<file path="config.mk">
export PLATFORM = sky130hd
export DESIGN_NAME = tccw_front
export DESIGN_NICKNAME = d
export VERILOG_FILES = /design/src/rtl/tccw_pkg.sv /design/src/rtl/tccw_front.sv
export SDC_FILE = /design/constraint.sdc
export NUM_CORES = 1
export LEC_CHECK = 0
export ABC_AREA = 1
export BUFFER_PORTS_ARGS = -buffer_cell sky130_fd_sc_hd__buf_2
export CAP_MARGIN = 15
export CELL_PAD_IN_SITES_DETAIL_PLACEMENT = 1
export CELL_PAD_IN_SITES_GLOBAL_PLACEMENT = 2
export CORE_MARGIN = 2
export CORE_UTILIZATION = 30
export CTS_BUF_LIST = sky130_fd_sc_hd__clkbuf_8
export CTS_CLUSTER_SIZE = 16
export DETAILED_ROUTE_END_ITERATION = 7
export PLACE_DENSITY_LB_ADDON = 0.1
export SLEW_MARGIN = 0
export SYNTH_ARGS = -nofsm -noshare
export SYNTH_HDL_FRONTEND = slang
export SYNTH_SLANG_ARGS = --single-unit
</file>
<file path="constraint.sdc">
create_clock -name clk -period 2.8 [get_ports clk]
set_clock_uncertainty 0.1 [all_clocks]
set_input_delay 0.56 -clock clk [delete_from_list [all_inputs] [get_ports clk]]
set_output_delay 0.56 -clock clk [all_outputs]
set_load 0.1 [all_outputs]
</file>
<file path="src/rtl/tccw_pkg.sv">
// Shared types, constants and the command classifier of the text console writer.
package tccw_pkg;

	localparam int MAX_COLS_DEF = 256;
	localparam int MAX_ROWS_DEF = 64;
	localparam int QUEUE_DEPTH  = 2;

	localparam int COLS_REG_W   = 9;
	localparam int ROWS_REG_W   = 7;
	localparam int CFG_DATA_W   = 9;
	localparam int CURSOR_ROW_W = 6;
	localparam int CURSOR_COL_W = 8;

	localparam logic [COLS_REG_W-1:0] COLS_RESET = 9'd160;
	localparam logic [ROWS_REG_W-1:0] ROWS_RESET = 7'd49;

	localparam logic [7:0] BLANK_GLYPH  = 8'd17;
	localparam logic [7:0] CH_BACKSPACE = 8'd8;
	localparam logic [7:0] CH_LINE_FEED = 8'd10;
	localparam logic [7:0] CH_CARR_RET  = 8'd13;
	localparam logic [7:0] CH_ASCII_LO  = 8'd32;
	localparam logic [7:0] CH_ASCII_HI  = 8'd127;
	localparam logic [7:0] ASCII_OFFSET = 8'd15;
	localparam logic [7:0] CH_HIGH_LO   = 8'd128;
	localparam logic [7:0] CH_HIGH_HI   = 8'd159;
	localparam logic [7:0] HIGH_OFFSET  = 8'd128;
	localparam logic [7:0] CH_EXT_LO    = 8'd160;
	localparam logic [7:0] CH_EXT_HI    = 8'd239;
	localparam logic [7:0] EXT_OFFSET   = 8'd48;

	localparam logic CMD_PUT  = 1'b0;
	localparam logic CMD_READ = 1'b1;

	typedef enum logic {
		CFG_COLUMNS = 1'b0,
		CFG_ROWS    = 1'b1
	} cfg_reg_t;

	typedef enum logic [2:0] {
		OP_NOP,
		OP_PRINT,
		OP_BACKSPACE,
		OP_LINE_FEED,
		OP_CARRIAGE_RET,
		OP_READ
	} op_t;

	typedef enum logic [2:0] {
		ST_CLEAR,
		ST_IDLE,
		ST_READ,
		ST_COPY,
		ST_BLANK
	} state_t;

	typedef struct packed {
		logic       cmd;
		logic [7:0] char_byte;
		logic [5:0] read_row;
		logic [7:0] read_col;
	} item_t;

	typedef struct packed {
		logic [7:0] cell_glyph;
		logic [5:0] cursor_row;
		logic [7:0] cursor_col;
		logic       scrolled;
	} result_t;

	typedef struct packed {
		op_t        op;
		logic [7:0] glyph;
		logic [5:0] read_row;
		logic [7:0] read_col;
	} entry_t;

	function automatic int eff_count(int v, int maxv);
		int r;
		r = v;
		if (v == 0) begin
			r = 1;
		end else if (v > maxv) begin
			r = maxv;
		end
		return r;
	endfunction

	function automatic entry_t classify(item_t it);
		entry_t e;
		e.op       = OP_NOP;
		e.glyph    = it.char_byte;
		e.read_row = it.read_row;
		e.read_col = it.read_col;
		if (it.cmd == CMD_READ) begin
			e.op = OP_READ;
		end else if (it.char_byte >= CH_ASCII_LO && it.char_byte <= CH_ASCII_HI) begin
			e.op    = OP_PRINT;
			e.glyph = it.char_byte - ASCII_OFFSET;
		end else if (it.char_byte >= CH_HIGH_LO && it.char_byte <= CH_HIGH_HI) begin
			e.op    = OP_PRINT;
			e.glyph = it.char_byte - HIGH_OFFSET;
		end else if (it.char_byte >= CH_EXT_LO && it.char_byte <= CH_EXT_HI) begin
			e.op    = OP_PRINT;
			e.glyph = it.char_byte - EXT_OFFSET;
		end else if (it.char_byte == CH_BACKSPACE) begin
			e.op    = OP_BACKSPACE;
			e.glyph = BLANK_GLYPH;
		end else if (it.char_byte == CH_LINE_FEED) begin
			e.op = OP_LINE_FEED;
		end else if (it.char_byte == CH_CARR_RET) begin
			e.op = OP_CARRIAGE_RET;
		end
		return e;
	endfunction

endpackage

</file>
<file path="src/rtl/tccw_front.sv">
// Command front end: classifies accepted transactions and queues them for the back end.
module tccw_front
	import tccw_pkg::*;
	(
		input  logic   clk,
		input  logic   arst_n,
		input  logic   start,
		input  item_t  item,
		input  logic   clearing,
		output logic   busy,
		input  logic   pop,
		output logic   head_valid,
		output entry_t head
	);

	localparam int QPW = (QUEUE_DEPTH > 1) ? $clog2(QUEUE_DEPTH) : 1;
	localparam int QCW = $clog2(QUEUE_DEPTH + 1);

	entry_t           entries_q [QUEUE_DEPTH];
	logic [QPW-1:0]   wr_ptr_q;
	logic [QPW-1:0]   rd_ptr_q;
	logic [QCW-1:0]   count_q;
	logic             full;
	logic             push;

	assign full       = (count_q == QCW'(QUEUE_DEPTH));
	assign busy       = full || clearing;
	assign push       = start && !busy;
	assign head_valid = (count_q != '0);
	assign head       = entries_q[rd_ptr_q];

	always_ff @(posedge clk) begin
		if (push) begin
			entries_q[wr_ptr_q] <= classify(item);
		end
	end

	always_ff @(posedge clk or negedge arst_n) begin
		if (!arst_n) begin
			wr_ptr_q <= '0;
			rd_ptr_q <= '0;
			count_q  <= '0;
		end else begin
			if (push) begin
				wr_ptr_q <= (wr_ptr_q == QPW'(QUEUE_DEPTH - 1)) ? '0 : wr_ptr_q + 1'b1;
			end
			if (pop) begin
				rd_ptr_q <= (rd_ptr_q == QPW'(QUEUE_DEPTH - 1)) ? '0 : rd_ptr_q + 1'b1;
			end
			if (push && !pop) begin
				count_q <= count_q + 1'b1;
			end else if (pop && !push) begin
				count_q <= count_q - 1'b1;
			end
		end
	end

endmodule

</file>
### After elaboration in Yosys (flattened, before gate mapping)

Memory sizes are Yosys's and may differ from the RTL's.
Index checks and enable logic that the tools add are counted.

* flip-flop bits (word level): 4
* bits in writable memories: 50
* input port bits: 28
* output and inout bits: 27
* word-level logic and storage cells: 50
* memories kept: 1

* add/sub/neg operators: 7
* $lt $le $gt $ge: 6
* equal/unequal tests: 4
* muxes and demuxes: 17
* reduce and logical (&&, ||, !) cells: 12

Memory list
* entries_q: depth 2, bits a word 25, read ports 1, clocked after Yosys merged registers in 0, wr ports 1, RTL line tccw_front.sv:19 `entry_t entries_q [QUEUE_DEPTH];`

Operator list (count)
* 11-bit 2-to-1 mux: 3
* 8-bit by 4-bit == test with 1-bit output, second input constant: 3
* 8-bit 2-to-1 mux: 3
* 8-bit >= comparator, second input constant: 2
* 8-bit <= comparator, second input constant: 2
* 3-bit 2-to-1 mux: 5
* 8-bit by 6-bit >= comparator with 1-bit output, second input constant: 1
* 8-bit by 7-bit <= comparator with 1-bit output, second input constant: 1
* 8-bit by 4-bit subtractor with 8-bit output, second input constant: 1
* 8-bit by 6-bit subtractor with 8-bit output, second input constant: 1
* 8-bit subtractor, second input constant: 1
* 1-bit logical AND: 6
* 1-bit 2-to-1 mux: 4
* 2-bit 2-to-1 mux: 2
* 2-bit nonzero test: 2
* 1-bit zero test: 3
* 1-bit adder, second input constant: 2
* 2-bit by 1-bit adder with 2-bit output, second input constant: 1
* 2-bit == test, second input constant: 1
* 2-bit by 1-bit subtractor with 2-bit output, second input constant: 1
* 1-bit logical OR: 1

### Depth between registers and ports, before layout

Gate-level depths: netlist (run 1).

* depth in word-level cells: 9
* gate-level depth with buffers: 11
* gate-level depth less buffers: 11

### Least setup slack after synthesis (run 1)

Ideal clock, no wire load.

* kind: input-to-reg
* start point: input clearing
* end point: memory entries_q[0][0] in the netlist's numbering (enable)
* library setup time: 0.407 ns
* arrival time: 1.844 ns
* data required time: 2.293 ns
* path slack: 0.449 ns
* stages: 3
* buffers on the path: 0
* cells stage by stage: inv_1 > nand3_1 > nor2_1

* longest elaborated chain between the ends: 5

RTL lines
* start, declared: RTL line tccw_front.sv:9 `input logic clearing,`
* 1-bit logical OR: RTL line tccw_front.sv:27 `assign busy = full || clearing;`
* 1-bit zero test: RTL line tccw_front.sv:28 `assign push = start && !busy;`
* 1-bit logical AND: RTL line tccw_front.sv:28
* 1-bit 2-to-1 mux: RTL line tccw_front.sv:33 `if (push) begin`
* 1-bit 2-to-1 mux (implied by the code): RTL line tccw_front.sv:34 `entries_q[wr_ptr_q] <= classify(item);`
* end, declared: RTL line tccw_front.sv:19

Every way passes these cells.

==> summary.md, run 1 <==
| Metric | Value |
|---|---|
| Outcome | completed |
| Main synth FF type | edfxtp_1 |
| H-tree depth | 2 |
| Startpoint class of the critical path | flop |
| Slowest stage delay, CP | 0.45 ns |
| Max Freq | 410 MHz |
| Worst-path clk slew | 0.09 ns |
| Area Overhead vs Synth | 20.8% |
| Max-cap violations | 0 |
| Die Wd | 97.4 um |
| Number of global-route vias before repair | 1841 |
| WL per Instance | 14.5 um |
| CTS tree | yes |
| RR Startpoint | count_q[0] |
| Setup WS pre-CTS | 0.554 ns |
| Setup bufs post-CTS | 0 |
| Number of synthesized flops with an enable pin | 50 |
| Register area share after synthesis | 0.612 |
| Hold Crit Start | item[8] |
| IO Port Bufs | 54 |
| Rel. slew slack | 0.672 |
| Initial Util | 0.305 |
| Gates resized, CTS repair | 0 |
| Die Height | 97.4 um |
| Tightest Pin Transition | 0.496 ns |
| Top cell type by total area after synthesis | edfxtp_1 |
| Synth Cell Area | 2620 sq um |
| Synth top area share | 0.573 |
| Total GRT Usage | 0.123 |
| Clock sinks | 54 |
| Final period util | 0.872 |
| FF-to-FF setup slack | 1.04 ns |
| R2R cell count | 5 |
| DRT Pass-1 Iters | 4 |
| RSZ-0062 raised after global routing | false |
| CP cell instances | buf_4 > mux2_2 > buf_2 |
| CTS max path bufs | 2 |
| Routed WL | 5.48 mm |
| Drt drc | 0 |
| Mapped Cells | 208 |
| Final net count | 306 |
| Buffers and inverters on the worst path | 2 |
| Worst hold path cell count | 1 |
| Post-route worst setup slack | 0.358 ns |
| Die area | 9490 sq um |
| Max VDD drop | 293 uV |
| WP data arrival | 1.78 ns |
| Crit path kind | reg -> out |
| Post-cts hold buffer count | 1 |
| Vias/cell | 4.50 |
| Worst path top cell family by delay | buffers and inverters |
| Antenna violations before repair | 0 |
| Final-report max-slew violation count | 0 |
| Critical path's slowest cell | dfrtp_1 |
| Syn_nets | 246 |
| Routed vias | 1698 |
| Synth top area cells | edfxtp_1 57%, mux2_2 11%, ha_1 4.8% |
| Post-layout min period | 2.44 ns |
| Core ar. | 8590 sq um |
| Asr flop ratio synth | 0.0741 |
| ANT cells | 0 |
| Hold crit path type | in -> reg |
| Antenna-violating nets left | 0 |
| Global-route wire length before repair | 9.26 mm |
| Most frequent cells after synthesis | 50 x edfxtp_1, 31 x nand2_1, 25 x mux2_2 |
| CP endpoint kind | primary output |
| # rows | 34 |
| Grt total ovfl | 0 |
| R2r endpoint | entries_q[1][12] |
| Synth warnings | 0 |
| Clock root buffer | clkbuf_8 |
| Pleak | 1.27 nW |
| Layout cells sized above 1 | 0.413 |
| Critical path peak fanout | 22 |
| Final setup TNS | 0 ns |
| Critical Path RT | 2.14 ns |
| Num CTS Buffers | 5 |
| Pwr/cell area | 1050 nW/um^2 |
| Number of DRC markers in iteration 0 | 46 |
| Synthesized area per cell | 12.6 sq um |
| Fin. Hold Viols | 0 |
| Skew-Pair Late Insertion Delay | 0.29 ns |
| Hold path endpoint | entries_q[0][8] |
| Most frequent cell after synthesis | edfxtp_1 |
| Filler cells | 978 |
| IO Pins | 55 |
| Largest net degree at the start of global routing | 26 |
| DP HPWL | 4.20 mm |
| Routability cong. | 0.807 |
| Final setup vio count | 0 |
| Synth cell types | 29 |
| Seq cells post-synth | 54 |
==> placed cells by master (no fill, tap or decap), types with 2 or more instances in the layout <==
cell / synthesis / layout
a21oi_1: 4 / 4
a31oi_1: 3 / 3
buf_2: 3 / 54
buf_4: 0 / 3
bufinv_16: 0 / 2
clkbuf_8: 0 / 5
dfrtp_1: 4 / 4
edfxtp_1: 50 / 50
ha_1: 10 / 10
inv_1: 14 / 14
inv_2: 5 / 5
mux2_2: 25 / 25
nand2_1: 31 / 31
nand2_2: 4 / 4
nand3_1: 13 / 13
nand3_2: 2 / 2
nand4_1: 2 / 2
nor2_1: 12 / 10
nor2_2: 3 / 5
nor2_4: 2 / 2
o21ai_0: 4 / 4
o21ai_1: 4 / 4
xnor2_1: 2 / 2
xor2_1: 3 / 3
==> per-layer routing <==
metal | GRT usage | up-vias | share of wire
met5 | 0 | - | 0
met4 | 0.0385 | 0 | 0.016
met3 | 0.0252 | 6 | 0.038
met2 | 0.210 | 42 | 0.51
met1 | 0.157 | 804 | 0.44
li1 | - | 846 | -
==> how the worst max path moves through the flow <==
| stage | startpoint | endpoint | slack [ns] | cells past startpoint |
|---|---|---|---|---|
| final | rd_ptr_q | head[14] | 0.36 | 3 |
| after floorplan | clearing | entries_q[0][0] | 0.45 | 3 |
| after detailed placement | item[18] | entries_q[1][19] | 0.55 | 10 |
| after global placement | item[14] | entries_q[0][20] | 0.53 | 11 |
| after CTS | rd_ptr_q | head[14] | 0.32 | 3 |
| after global routing | rd_ptr_q | head[6] | 0.26 | 3 |
==> cell type report <==
class | count | area, sq um | share of cell area
inverter | 19 | 71.3 | 0.0225
tap | 108 | 135 | 0.0427
sequential | 54 | 1600 | 0.506
clock buffer | 5 | 68.8 | 0.0217
timing repair buffer | 58 | 303 | 0.0957
multi-input combinational | 130 | 921 | 0.291
clock inverter | 3 | 63.8 | 0.0202
==> sequential cells by signal (all words and copies together), names as in the netlist <==
register / cells
count_q: 2
entries_q: 50
rd_ptr_q: 1
wr_ptr_q: 1
==> through the flow <==
stage	hold slack, ns	std cells	power (mW)	area, sq um	utilization
floorplan	0.164	208	2.53	2620	-
global placement	0.280	368	2.79	3020	0.352
detailed placement	0.274	368	2.79	3020	0.352
CTS	0.340	377	3.38	3160	0.368
global route	0.328	377	3.47	3160	0.368
finish	0.351	377	3.34	3160	0.368
==> power by group <==
| group | total (mW) | internal (mW) | switching [mW] |
|---|---|---|---|
| Combinational | 1.69 | 0.326 | 1.37 |
| Clock | 0.583 | 0.354 | 0.230 |
| Sequential | 1.06 | 1.02 | 0.0415 |
==> logic make-up after synthesis <==
| kind of cell | share of synthesized area |
|---|---|
| compound gates | 0.0397 |
| flops | 0.612 |
| simple gates | 0.138 |
| fa+ha+maj | 0.0478 |
| xor+xnor | 0.0167 |
| mux | 0.108 |
| buf+inv | 0.0387 |
(Power assumes the default switching activity.)
==> inputs of run 2 (changes only) <==
- CORE_MARGIN: 2 -> not set
==> summary.md, run 2 (synthesized netlist as in run 1, its figures left out) <==
| Metric | Value |
|---|---|
| WP data arrival | 1.81 ns |
| DRT Pass-1 Iters | 4 |
| Drt drc | 0 |
| Number of global-route vias before repair | 1746 |
| Clock sinks | 54 |
| Final setup vio count | 0 |
| CTS tree | yes |
| Grt total ovfl | 0 |
| # rows | 33 |
| IO Pins | 55 |
| Clock power frac | 0.130 |
| DP HPWL | 4.22 mm |
| Pwr/cell area | 1020 nW/um^2 |
| Antenna violations before repair | 0 |
| Outcome | completed |
| Critical path's slowest cell | dfrtp_1 |
| Sequential share of power | 0.322 |
| Pwr Total | 3.29 mW |
| Most frequent cells in the layout | 50 x edfxtp_1, 49 x buf_2, 31 x nand2_1, 25 x mux2_2, 14 x inv_1 |
| Routed vias | 1700 |
| Number of DRC markers in iteration 0 | 28 |
| Max Freq | 405 MHz |
| Worst hold slack | 0.334 ns |
| Crit path kind | reg -> out |
| Internal power | 1.61 mW |
| Die area | 9110 sq um |
| Core ar. | 8340 sq um |
| Num CTS Buffers | 5 |
| Die Height | 95.4 um |
| Antenna-violating nets left | 0 |
| Rel. slew slack | 0.630 |
| Max FFs per register | 50 |
| Startpoint class of the critical path | flop |
| Clock root buffer | clkbuf_8 |
| Tightest Pin Transition | 0.555 ns |
| CP cell instances | buf_4 > mux2_2 > buf_2 |
| Largest net degree at the start of global routing | 23 |
| Commonest non-fill, non-tap cell in the layout | edfxtp_1 |
| Pleak | 1.28 nW |
| Area Overhead vs Synth | 22.7% |
| Final period util | 0.882 |
| Routability cong. | 0.821 |
| Routed WL | 5.53 mm |
| Global-route wire length before repair | 8.83 mm |
| IO Port Bufs | 54 |
| Setup WS pre-CTS | 0.613 ns |
| Skew-Pair Late Insertion Delay | 0.31 ns |
| Biggest register | entries_q |
| CP endpoint kind | primary output |
| Top Registers | entries_q (50), count_q (2) |
| Max-cap violations | 0 |
| Final setup TNS | 0 ns |
| Hold crit path type | in -> reg |
| Max VDD drop | 290 uV |
| WL per Instance | 14.7 um |
| Post-route worst setup slack | 0.330 ns |
| Initial Util | 0.314 |
| Comb power frac | 0.548 |
| Final-report max-slew violation count | 0 |
| H-tree depth | 2 |
| Die Wd | 95.4 um |
| Layout cells sized above 1 | 0.419 |
| RSZ-0062 raised after global routing | false |
| CTS max path bufs | 2 |
| Vias/cell | 4.53 |
| Fin. Hold Viols | 0 |
| ANT cells | 0 |
| Critical path peak fanout | 22 |
| Psw | 1.68 mW |
| Worst-path clk slew | 0.10 ns |
| Total GRT Usage | 0.132 |
| Final net count | 307 |
| Slowest stage delay, CP | 0.46 ns |
| Layout Utilization | 0.385 |
| Sw frac | 0.511 |
| Post-layout min period | 2.47 ns |
| Critical Path RT | 2.14 ns |
-- run 2: changes by cell type in the layout (fill, tap and decap cells not counted) --
cell        before  now
buf_12           0    6
buf_2           54   49
bufinv_16        2    0
clkinv_1         1    0
clkinv_2         0    1
clkinv_4         0    1
clkinvlp_4       0    1
-- run 2: worst paths after layout --
check / start / endpoint / slack, ns / cells past startpoint
setup / recovery: rd_ptr_q / head[13] / 0.33 / 3
hold / removal: item[4] / entries_q[0][4] / 0.33 / 1
setup reg to reg: count_q[0] / entries_q[0][23] / 0.92 / 5
hold reg to reg: count_q[0] / count_q[0] / 0.40 / 1
max in group asynchronous: arst_n / count_q[0] / 1.99 / 2
min in group asynchronous: arst_n / count_q[1] / 0.48 / 2
-- run 2: timing repair --
action | CTS | global route
hold endpoints to repair | 4 | 0
gates resized for setup | 0 | 0
buffers inserted | 0 | 0
hold buffers | 1 | 0
-- run 2: final cells by class --
class | count | area [sq um]
sequential | 54 | 1600
clock inverter | 3 | 21.3
clock buffer | 5 | 68.8
multi-input combinational | 130 | 921
fill | 940 | 5130
tap | 105 | 131
inverter | 19 | 71.3
timing repair buffer | 59 | 398
-- run 2: metal layers --
metal,share of wire,track usage
met4,0.015,0.0485
met5,0,0
met1,0.47,0.164
met2,0.48,0.228
met3,0.033,0.0239
-- run 2: power groups by stage --
| stage | registers (mW) | logic (mW) | clock network [mW] |
|---|---|---|---|
| floorplan | 1.06 | 1.47 | 0 |
| global placement | 1.07 | 1.82 | 0 |
| detailed placement | 1.08 | 1.82 | 0 |
| CTS | 1.06 | 1.83 | 0.442 |
| global route | 1.07 | 1.88 | 0.478 |
| finish | 1.06 | 1.80 | 0.428 |
-- run 2: stage by stage --
stage | instance area (sq um) | std cells
after CTS | 3210 | 375
after floorplan | 2620 | 208
after detailed placement | 3110 | 366
after global routing | 3210 | 375
after global placement | 3110 | 366
final | 3210 | 375
-- run 2: worst max-delay path: cells and delay by family (launching register included) --
kind	cells	cell delay, ns
buffers and inverters	2	0.63
DFF	1	0.46
muxes	1	0.39
